==> config.mk <==
export PLATFORM = sky130hd
export DESIGN_NAME = prh_edge_eval
export DESIGN_NICKNAME = d
export VERILOG_FILES = /design/src/hw/rtl/prh_pkg.sv /design/src/hw/rtl/prh_edge_eval.sv
export SDC_FILE = /design/constraint.sdc
export NUM_CORES = 2
export LEC_CHECK = 0
export BUFFER_PORTS_ARGS = -buffer_cell sky130_fd_sc_hd__buf_2
export CAP_MARGIN = 20
export CORE_MARGIN = 4
export CORE_UTILIZATION = 49
export CTS_CLUSTER_DIAMETER = 50
export DETAILED_ROUTE_END_ITERATION = 10
export REMOVE_ABC_BUFFERS = 1
export SYNTH_ARGS = -nofsm -noshare
export SYNTH_HDL_FRONTEND = slang
export SYNTH_SLANG_ARGS = --single-unit
==> constraint.sdc <==
create_clock -name clk -period 14.64 [get_ports clk]
set_input_delay 0.732 -clock clk [delete_from_list [all_inputs] [get_ports clk]]
set_output_delay 0.732 -clock clk [all_outputs]
set_load 0.005 [all_outputs]
==> src/hw/rtl/prh_pkg.sv <==
// ----------------------------------------------------------------------------
// prh_pkg: shared definitions for the polygon region hit test
// Table geometry, field widths, configuration codes and the records that
// pass between the edge former and the edge evaluator.
// ----------------------------------------------------------------------------
package prh_pkg;

  // Table geometry and ray end.
  localparam int MAX_REGIONS  = 8;
  localparam int MAX_VERTICES = 4;
  localparam int RAY_END_X    = 10000;

  localparam int REG_W   = (MAX_REGIONS > 1) ? $clog2(MAX_REGIONS) : 1;
  localparam int VTX_W   = $clog2(MAX_VERTICES);
  localparam int NREG_W  = $clog2(MAX_REGIONS + 1);
  localparam int NVTX_W  = $clog2(MAX_VERTICES + 1);
  localparam int DEPTH   = MAX_REGIONS * MAX_VERTICES;
  localparam int ADDR_W  = $clog2(DEPTH);

  // Item fields.
  localparam int C_W        = 13;
  localparam int ENTRY_W    = 2 * C_W;
  localparam int RSEL_W     = 3;
  localparam int VSEL_W     = 2;
  localparam int S_DATA_W   = 32;
  localparam int M_DATA_W   = 8;
  localparam int OUT_REG_W  = 3;

  // Arithmetic widths: coordinates and the ray end share F_W bits, a
  // difference needs one more, a product twice that, a cross term one more.
  localparam int F_W = 14;
  localparam int D_W = F_W + 1;
  localparam int P_W = 2 * D_W;
  localparam int V_W = P_W + 1;

  // Far end of the query ray at arithmetic width.
  localparam logic [F_W-1:0] FAR_X = F_W'(RAY_END_X);

  // Configuration port.
  localparam int CFG_IDX_W  = 4;
  localparam int CFG_DATA_W = 8;
  localparam int RCNT_W     = 4;
  localparam int VCNT_W     = 3;

  localparam logic [CFG_IDX_W-1:0] CFG_REGION_COUNT = CFG_IDX_W'(0);
  localparam logic [CFG_IDX_W-1:0] CFG_VERTEX_COUNT = CFG_IDX_W'(1);
  localparam logic [RCNT_W-1:0]    RCNT_RESET       = RCNT_W'(7);
  localparam logic [VCNT_W-1:0]    VCNT_RESET       = VCNT_W'(4);

  localparam logic OP_WRITE = 1'b0;
  localparam logic OP_QUERY = 1'b1;

  typedef enum logic [1:0] {
    TURN_COL = 2'd0,
    TURN_CW  = 2'd1,
    TURN_CCW = 2'd2
  } turn_t;

  // One polygon edge from a to b, tagged with its region.
  typedef struct packed {
    logic             valid;
    logic             close;     // closing edge, the region ends here
    logic             last_rgn;  // region is the last one of the query
    logic [REG_W-1:0] reg_idx;
    logic [C_W-1:0]   ax;
    logic [C_W-1:0]   ay;
    logic [C_W-1:0]   bx;
    logic [C_W-1:0]   by;
  } edge_t;

  // Outcome of one region.
  typedef struct packed {
    logic             valid;
    logic             holds;
    logic             last_rgn;
    logic [REG_W-1:0] reg_idx;
  } verdict_t;

  function automatic logic [ADDR_W-1:0] vtx_addr(input int r, input int v);
    return ADDR_W'(r * MAX_VERTICES + v);
  endfunction

endpackage

==> src/hw/rtl/prh_edge_eval.sv <==
// ----------------------------------------------------------------------------
// prh_edge_eval: edge crossing test and per-region crossing count
// Two stages: the cross products and bounding boxes of one edge against the
// query ray, then the orientation decisions and the running parity.
// ----------------------------------------------------------------------------
module prh_edge_eval (
  input  logic                    clk,
  input  logic                    rst,
  input  prh_pkg::edge_t          edge_in,
  input  logic [prh_pkg::C_W-1:0] px,
  input  logic [prh_pkg::C_W-1:0] py,
  output prh_pkg::verdict_t       verdict
);

  import prh_pkg::*;

  function automatic logic signed [D_W-1:0] sub(input logic [F_W-1:0] a,
                                                input logic [F_W-1:0] b);
    return $signed({1'b0, a}) - $signed({1'b0, b});
  endfunction

  function automatic turn_t turn_of(input logic signed [V_W-1:0] v);
    turn_t t;
    if (v == '0) begin
      t = TURN_COL;
    end else if (v > 0) begin
      t = TURN_CW;
    end else begin
      t = TURN_CCW;
    end
    return t;
  endfunction

  // Stage one: products and boxes.
  logic [F_W-1:0] ax, ay, bx, by, pxf, pyf;
  logic [F_W-1:0] xmax, xmin, ymax, ymin;
  logic signed [D_W-1:0] dy_ab, dx_ab;

  logic signed [P_W-1:0] m1a, m1b, m2a, m3, m4, m5a, m5b;
  logic box2, box3, box4, box5;
  logic mv, mclose, mlast;
  logic [REG_W-1:0] mreg;

  assign ax  = {1'b0, edge_in.ax};
  assign ay  = {1'b0, edge_in.ay};
  assign bx  = {1'b0, edge_in.bx};
  assign by  = {1'b0, edge_in.by};
  assign pxf = {1'b0, px};
  assign pyf = {1'b0, py};

  assign xmax  = (ax > bx) ? ax : bx;
  assign xmin  = (ax > bx) ? bx : ax;
  assign ymax  = (ay > by) ? ay : by;
  assign ymin  = (ay > by) ? by : ay;
  assign dy_ab = sub(by, ay);
  assign dx_ab = sub(bx, ax);

  always_ff @(posedge clk) begin
    if (rst) begin
      mv <= 1'b0;
    end else begin
      mv <= edge_in.valid;
    end
    mclose <= edge_in.close;
    mlast  <= edge_in.last_rgn;
    mreg   <= edge_in.reg_idx;
    // turn(a, b, p) and turn(a, b, far) share the second term.
    m1a <= P_W'(dy_ab) * P_W'(sub(pxf, bx));
    m1b <= P_W'(dx_ab) * P_W'(sub(pyf, by));
    m2a <= P_W'(dy_ab) * P_W'(sub(FAR_X, bx));
    // turn(p, far, a) and turn(p, far, b), kept without their minus sign.
    m3  <= P_W'(sub(FAR_X, pxf)) * P_W'(sub(ay, pyf));
    m4  <= P_W'(sub(FAR_X, pxf)) * P_W'(sub(by, pyf));
    // turn(a, p, b).
    m5a <= P_W'(sub(pyf, ay)) * P_W'(sub(bx, pxf));
    m5b <= P_W'(sub(pxf, ax)) * P_W'(sub(by, pyf));
    box5 <= (pxf <= xmax) && (pxf >= xmin) && (pyf <= ymax) && (pyf >= ymin);
    box2 <= (FAR_X <= xmax) && (FAR_X >= xmin) && (pyf <= ymax) && (pyf >= ymin);
    box3 <= (ax <= FAR_X) && (ax >= pxf) && (ay == pyf);
    box4 <= (bx <= FAR_X) && (bx >= pxf) && (by == pyf);
  end

  // Stage two: orientation decisions and the region accumulator.
  turn_t t1, t2, t3, t4, t5;
  logic  meet;
  logic  par, done, val;
  logic  par_next, done_next, val_next;

  assign t1 = turn_of(V_W'(m1a) - V_W'(m1b));
  assign t2 = turn_of(V_W'(m2a) - V_W'(m1b));
  assign t3 = turn_of(-V_W'(m3));
  assign t4 = turn_of(-V_W'(m4));
  assign t5 = turn_of(V_W'(m5a) - V_W'(m5b));

  assign meet = ((t1 != t2) && (t3 != t4)) ||
                ((t1 == TURN_COL) && box5) || ((t2 == TURN_COL) && box2) ||
                ((t3 == TURN_COL) && box3) || ((t4 == TURN_COL) && box4);

  // A crossed edge that is collinear with the point settles the region.
  always_comb begin
    par_next  = par;
    done_next = done;
    val_next  = val;
    if (!done && meet) begin
      if (t5 == TURN_COL) begin
        done_next = 1'b1;
        val_next  = box5;
      end else begin
        par_next = ~par;
      end
    end
  end

  always_ff @(posedge clk) begin
    if (rst) begin
      par           <= 1'b0;
      done          <= 1'b0;
      val           <= 1'b0;
      verdict.valid <= 1'b0;
    end else begin
      verdict.valid <= mv && mclose;
      if (mv) begin
        if (mclose) begin
          par  <= 1'b0;
          done <= 1'b0;
          val  <= 1'b0;
        end else begin
          par  <= par_next;
          done <= done_next;
          val  <= val_next;
        end
      end
    end
    verdict.holds    <= done_next ? val_next : par_next;
    verdict.last_rgn <= mlast;
    verdict.reg_idx  <= mreg;
  end

endmodule

==> out/results.tsv <==
stage	metric	value	unit
critical_path	Max stage delay cell, worst path	sky130_fd_sc_hd__fa_1	
global_route	antenna violations before repair	65	
synth	commonest register cell after synthesis	sky130_fd_sc_hd__dfxtp_1	
critical_path	Worst Path Class, Setup	in2reg	
synth	number of distinct library cells after synthesis	88	
critical_path	number of cells traversed by the worst register-to-register path	15	
synth	Mean Syn Cell Area	8.671	um2
timing	Setup Skew	0.01859	ns
timing	Fmax	0.09387	GHz
timing	hold slack	0.2324	ns
place	global placement routability congestion	0.9774	
die	die footprint	140200	um2
die	Horiz. Die Dim	374.4	um
synth	top cell type by total area after synthesis	sky130_fd_sc_hd__fa_1	
worst_hold_path	class of the tightest hold or removal check	in2reg	
timing	final-report max-slew violation count	0	
clocking	clock tree buffer depth	3	
final_layout	final net count	9792	
timing	post-route setup slack	3.987	ns
flow_run	maximum capacitance violations	0	
clocking	TritonCTS clock tree	built	
clocking	clock root buffer	sky130_fd_sc_hd__clkbuf_16	
synth	register area share after synthesis	6.603	%
critical_path	data arrival time of the critical path	11.20	ns
synth	share of Yosys cell area claimed by the top area cell type	37.09	%
final_layout	count of placed standard cells in the final layout, fillers left out	9485	
place	worst slack, placed	3.441	ns
synth	area of the mapped netlist	65790	um2
worst_hold_path	end point of the worst hold path	mreg[2]	
critical_path	Critical Path Max Stage Delay	0.76	ns
clocking	count of hold-fix buffers inserted at cts	0	
critical_path	Critical Path End Type	register	
final_layout	share of layout cells above drive strength 1	5.354	%
critical_path	cell occurring most often along the worst timing path	sky130_fd_sc_hd__fa_1	
drt	detailed router's first-iteration violation count	3662	
timing	final-report hold violation count	0	
synth	synthesized flop and latch total	217	
global_route	number of global-route vias before repair	53831	
critical_path	critical register-to-register path startpoint	m1b[1]	
place	half-perimeter wire length of the detailed placement result	171700	um
critical_path	endpoint of the most critical register-to-register path	par	
critical_path	r2r setup slk	9.01	ns
place	Port Buf Inserts	91	
final_layout	Synth-to-Final Area Change	7.048	%
timing	portion of the clock cycle consumed by the worst path in the final layout	72.77	%
timing	Setup Viol. Count Final	0	
drt	average routed wire per standard cell	21.61	um
drt	count of unresolved DRC violations after routing	0	
die	Rows	134	
worst_hold_path	number of cells on the worst hold path	1	
synth	Gate Count Post-Synth	7588	
timing	measured slew at the worst slew-check pin	1.167	ns
timing	final critical delay including setup and external delays	10.65	ns
global_route	total global routing track utilization	29.61	%
critical_path	kind of start point of the critical path	input pin	
die	number of primary I/O pins	92	
die	Core ar.	133500	um2
timing	Max-Slew Margin vs Limit	21.91	%
critical_path	CP Data Required Time	15.18	ns
clocking	Clock Sink Count	217	
drt	Routed WL	205000	um
die	starting density of the core	49.30	%
critical_path	maximum fanout along the worst path	18	
global_route	maximum number of pins on one net before global-route repair	46	
synth	ranking of synthesized cells by area	sky130_fd_sc_hd__fa_1 (37%), sky130_fd_sc_hd__ha_1 (16%), sky130_fd_sc_hd__inv_1 (9.2%), sky130_fd_sc_hd__dfxtp_1 (6.6%), sky130_fd_sc_hd__nand2_1 (4.9%)	
place	total instance count after detailed placement	9372	
global_route	wire length of the first global-routing pass	319900	um
timing	RSZ-0062 raised after global routing	no	
drt	Detailed Routing Iterations Pass 1	6	
run_status	status	completed	
synth	proportion of register bits with asynchronous set or reset after synthesis	0	%
synth	Post-synth EDFFs	0	
drt	total number of vias	52039	
clocking	H-tree Lvls	2	
timing	final setup TNS	0	ns
clocking	insertion delay to the later sink of the worst-skew pair	0.60	ns
clocking	total CTS buffers	39	
drt	antenna-violating nets left	0	
clocking	number of gates given a new drive strength after cts	0	
drt	mean number of vias per cell	5.486	
synth	count of synthesis-stage warnings from yosys	0	
final_layout	count of filler cells inserted in the layout	12783	
die	die extent in y	374.4	um
global_route	aggregate global routing overflow	0	
clocking	post-CTS setup buffer count	0	
clocking	clock transition at the register clock pins on the worst setup and hold paths after CTS	0.05	ns
worst_hold_path	worst min-delay path startpoint	edge_in[54]	
==> how the worst max path moves through the flow <==
stage          startpoint     end  slack (ns)  cells past startpoint
3_5_place_dp   edge_in[1]  m4[28]        3.44                     37
2_1_floorplan  edge_in[1]  m4[28]        4.39                     35
4_1_cts        edge_in[1]  m4[28]        4.04                     37
5_1_grt        edge_in[1]  m4[28]        3.35                     37
6_report       edge_in[1]  m4[28]        3.99                     37
3_3_place_gp   edge_in[1]  m4[28]        3.55                     37
==> Yosys cell counts, types with 10 or more instances <==
cell and count:
sky130_fd_sc_hd__inv_1 1609, sky130_fd_sc_hd__o21a_1 66, sky130_fd_sc_hd__xor2_1 92, sky130_fd_sc_hd__xnor2_1 291, sky130_fd_sc_hd__nand4_1 42, sky130_fd_sc_hd__dfxtp_1 217
sky130_fd_sc_hd__or2_2 38, sky130_fd_sc_hd__o41ai_1 13, sky130_fd_sc_hd__a31o_2 10, sky130_fd_sc_hd__nand2b_1 69, sky130_fd_sc_hd__and2_1 181, sky130_fd_sc_hd__a21o_1 106
sky130_fd_sc_hd__a221oi_1 12, sky130_fd_sc_hd__nand2_1 863, sky130_fd_sc_hd__clkbuf_1 199, sky130_fd_sc_hd__ha_1 841, sky130_fd_sc_hd__o31ai_1 21, sky130_fd_sc_hd__fa_1 1219
sky130_fd_sc_hd__o21bai_1 46, sky130_fd_sc_hd__a211oi_1 29, sky130_fd_sc_hd__o21ai_0 126, sky130_fd_sc_hd__o2111ai_1 11, sky130_fd_sc_hd__and3_1 27, sky130_fd_sc_hd__nor3_1 80
sky130_fd_sc_hd__o211a_1 11, sky130_fd_sc_hd__a21oi_1 213, sky130_fd_sc_hd__nor4_1 32, sky130_fd_sc_hd__a2111oi_0 10, sky130_fd_sc_hd__nor2_1 622, sky130_fd_sc_hd__a31oi_1 24
sky130_fd_sc_hd__o211ai_1 12, sky130_fd_sc_hd__a21boi_0 22, sky130_fd_sc_hd__a211o_1 17, sky130_fd_sc_hd__mux2i_1 59, sky130_fd_sc_hd__or3_1 29, sky130_fd_sc_hd__buf_1 10
sky130_fd_sc_hd__nor2b_1 99, sky130_fd_sc_hd__nand3_1 71
==> logic make-up (layout without fill, tap and decap cells) <==
| logic type | Yosys count | in the layout | share of synthesized area (%) |
|---|---|---|---|
| and+or+nand+nor | 2189 | 2189 | 15.00 |
| adders and majority gates | 2060 | 2060 | 53.08 |
| buffers and inverters | 1830 | 1919 | 10.49 |
| AOI/OAI and AO/OA | 843 | 843 | 8.714 |
| xor gates and xnor gates | 383 | 383 | 5.098 |
| DFF | 217 | 217 | 6.603 |
| muxes | 66 | 66 | 1.017 |
| other | 0 | 40 | 0 |
==> registers in the layout (all words and copies together) (netlist names) <==
name,flops
m2a,29
verdict,6
m1a,28
mlast,1
par,1
m4,29
box4,1
box3,1
m3,29
m1b,28
mclose,1
m5a,28
mv,1
m5b,28
done,1
val,1
box5,1
mreg,3
==> through the flow <==
step	util (%)	area, um2
floorplan	-	64950
global placement	51.67	68960
detailed placement	51.70	68990
CTS	52.69	70320
global route	52.71	70350
finish	52.77	70430
==> cell type report <==
class / instances / area [um2] / share of cell area (%)
Clock inverter: 29 / 307.8 / 0.4370
Timing Repair Buffer: 234 / 1540 / 2.187
Multi-Input combinational cell: 5541 / 54850 / 77.88
Tap cell: 1768 / 2212 / 3.141
Inverter: 1613 / 6055 / 8.596
Sequential cell: 217 / 4344 / 6.168
Clock buffer: 43 / 1022 / 1.451
Antenna cell: 40 / 100.1 / 0.1421
==> placed cells by master, fill, tap and decap left out, types with 46 or more instances in the layout <==
cell                       instances
sky130_fd_sc_hd__xnor2_1         267
sky130_fd_sc_hd__ha_1            838
sky130_fd_sc_hd__a21oi_1         211
sky130_fd_sc_hd__o21ai_0         126
sky130_fd_sc_hd__o21a_1           66
sky130_fd_sc_hd__buf_2            91
sky130_fd_sc_hd__buf_4           140
sky130_fd_sc_hd__nor2_1          622
sky130_fd_sc_hd__dfxtp_1         217
sky130_fd_sc_hd__nand2b_1         69
sky130_fd_sc_hd__a21o_1          106
sky130_fd_sc_hd__nand3_1          71
sky130_fd_sc_hd__fa_1           1219
sky130_fd_sc_hd__and2_1          181
sky130_fd_sc_hd__nor3_1           79
sky130_fd_sc_hd__mux2i_1          59
sky130_fd_sc_hd__o21bai_1         46
sky130_fd_sc_hd__xor2_1           86
sky130_fd_sc_hd__nor2b_1          99
sky130_fd_sc_hd__nand2_1         863
sky130_fd_sc_hd__inv_1          1609
==> worst max-delay path: cells and delay by family <==
| kind | cells | cell delay (ns) |
|---|---|---|
| fa+ha+maj | 8 | 3.79 |
| compound gates | 17 | 4.54 |
| buf+inv | 7 | 1.31 |
| xor+xnor | 1 | 0.12 |
| simple gates | 4 | 0.69 |
==> routing by layer <==
| metal | up-vias | routed length, um | global-route usage [%] |
|---|---|---|---|
| met1 | 25997 | 85170 | 39.52 |
| li1 | 23739 | - | - |
| met4 | 38 | 10030 | 12.29 |
| met5 | - | 249 | 0 |
| met3 | 442 | 17400 | 6.230 |
| met2 | 1823 | 92150 | 46.92 |
Power is not shown: default switching activity piles up to over one toggle a cycle in this logic, so the estimate is an artifact.
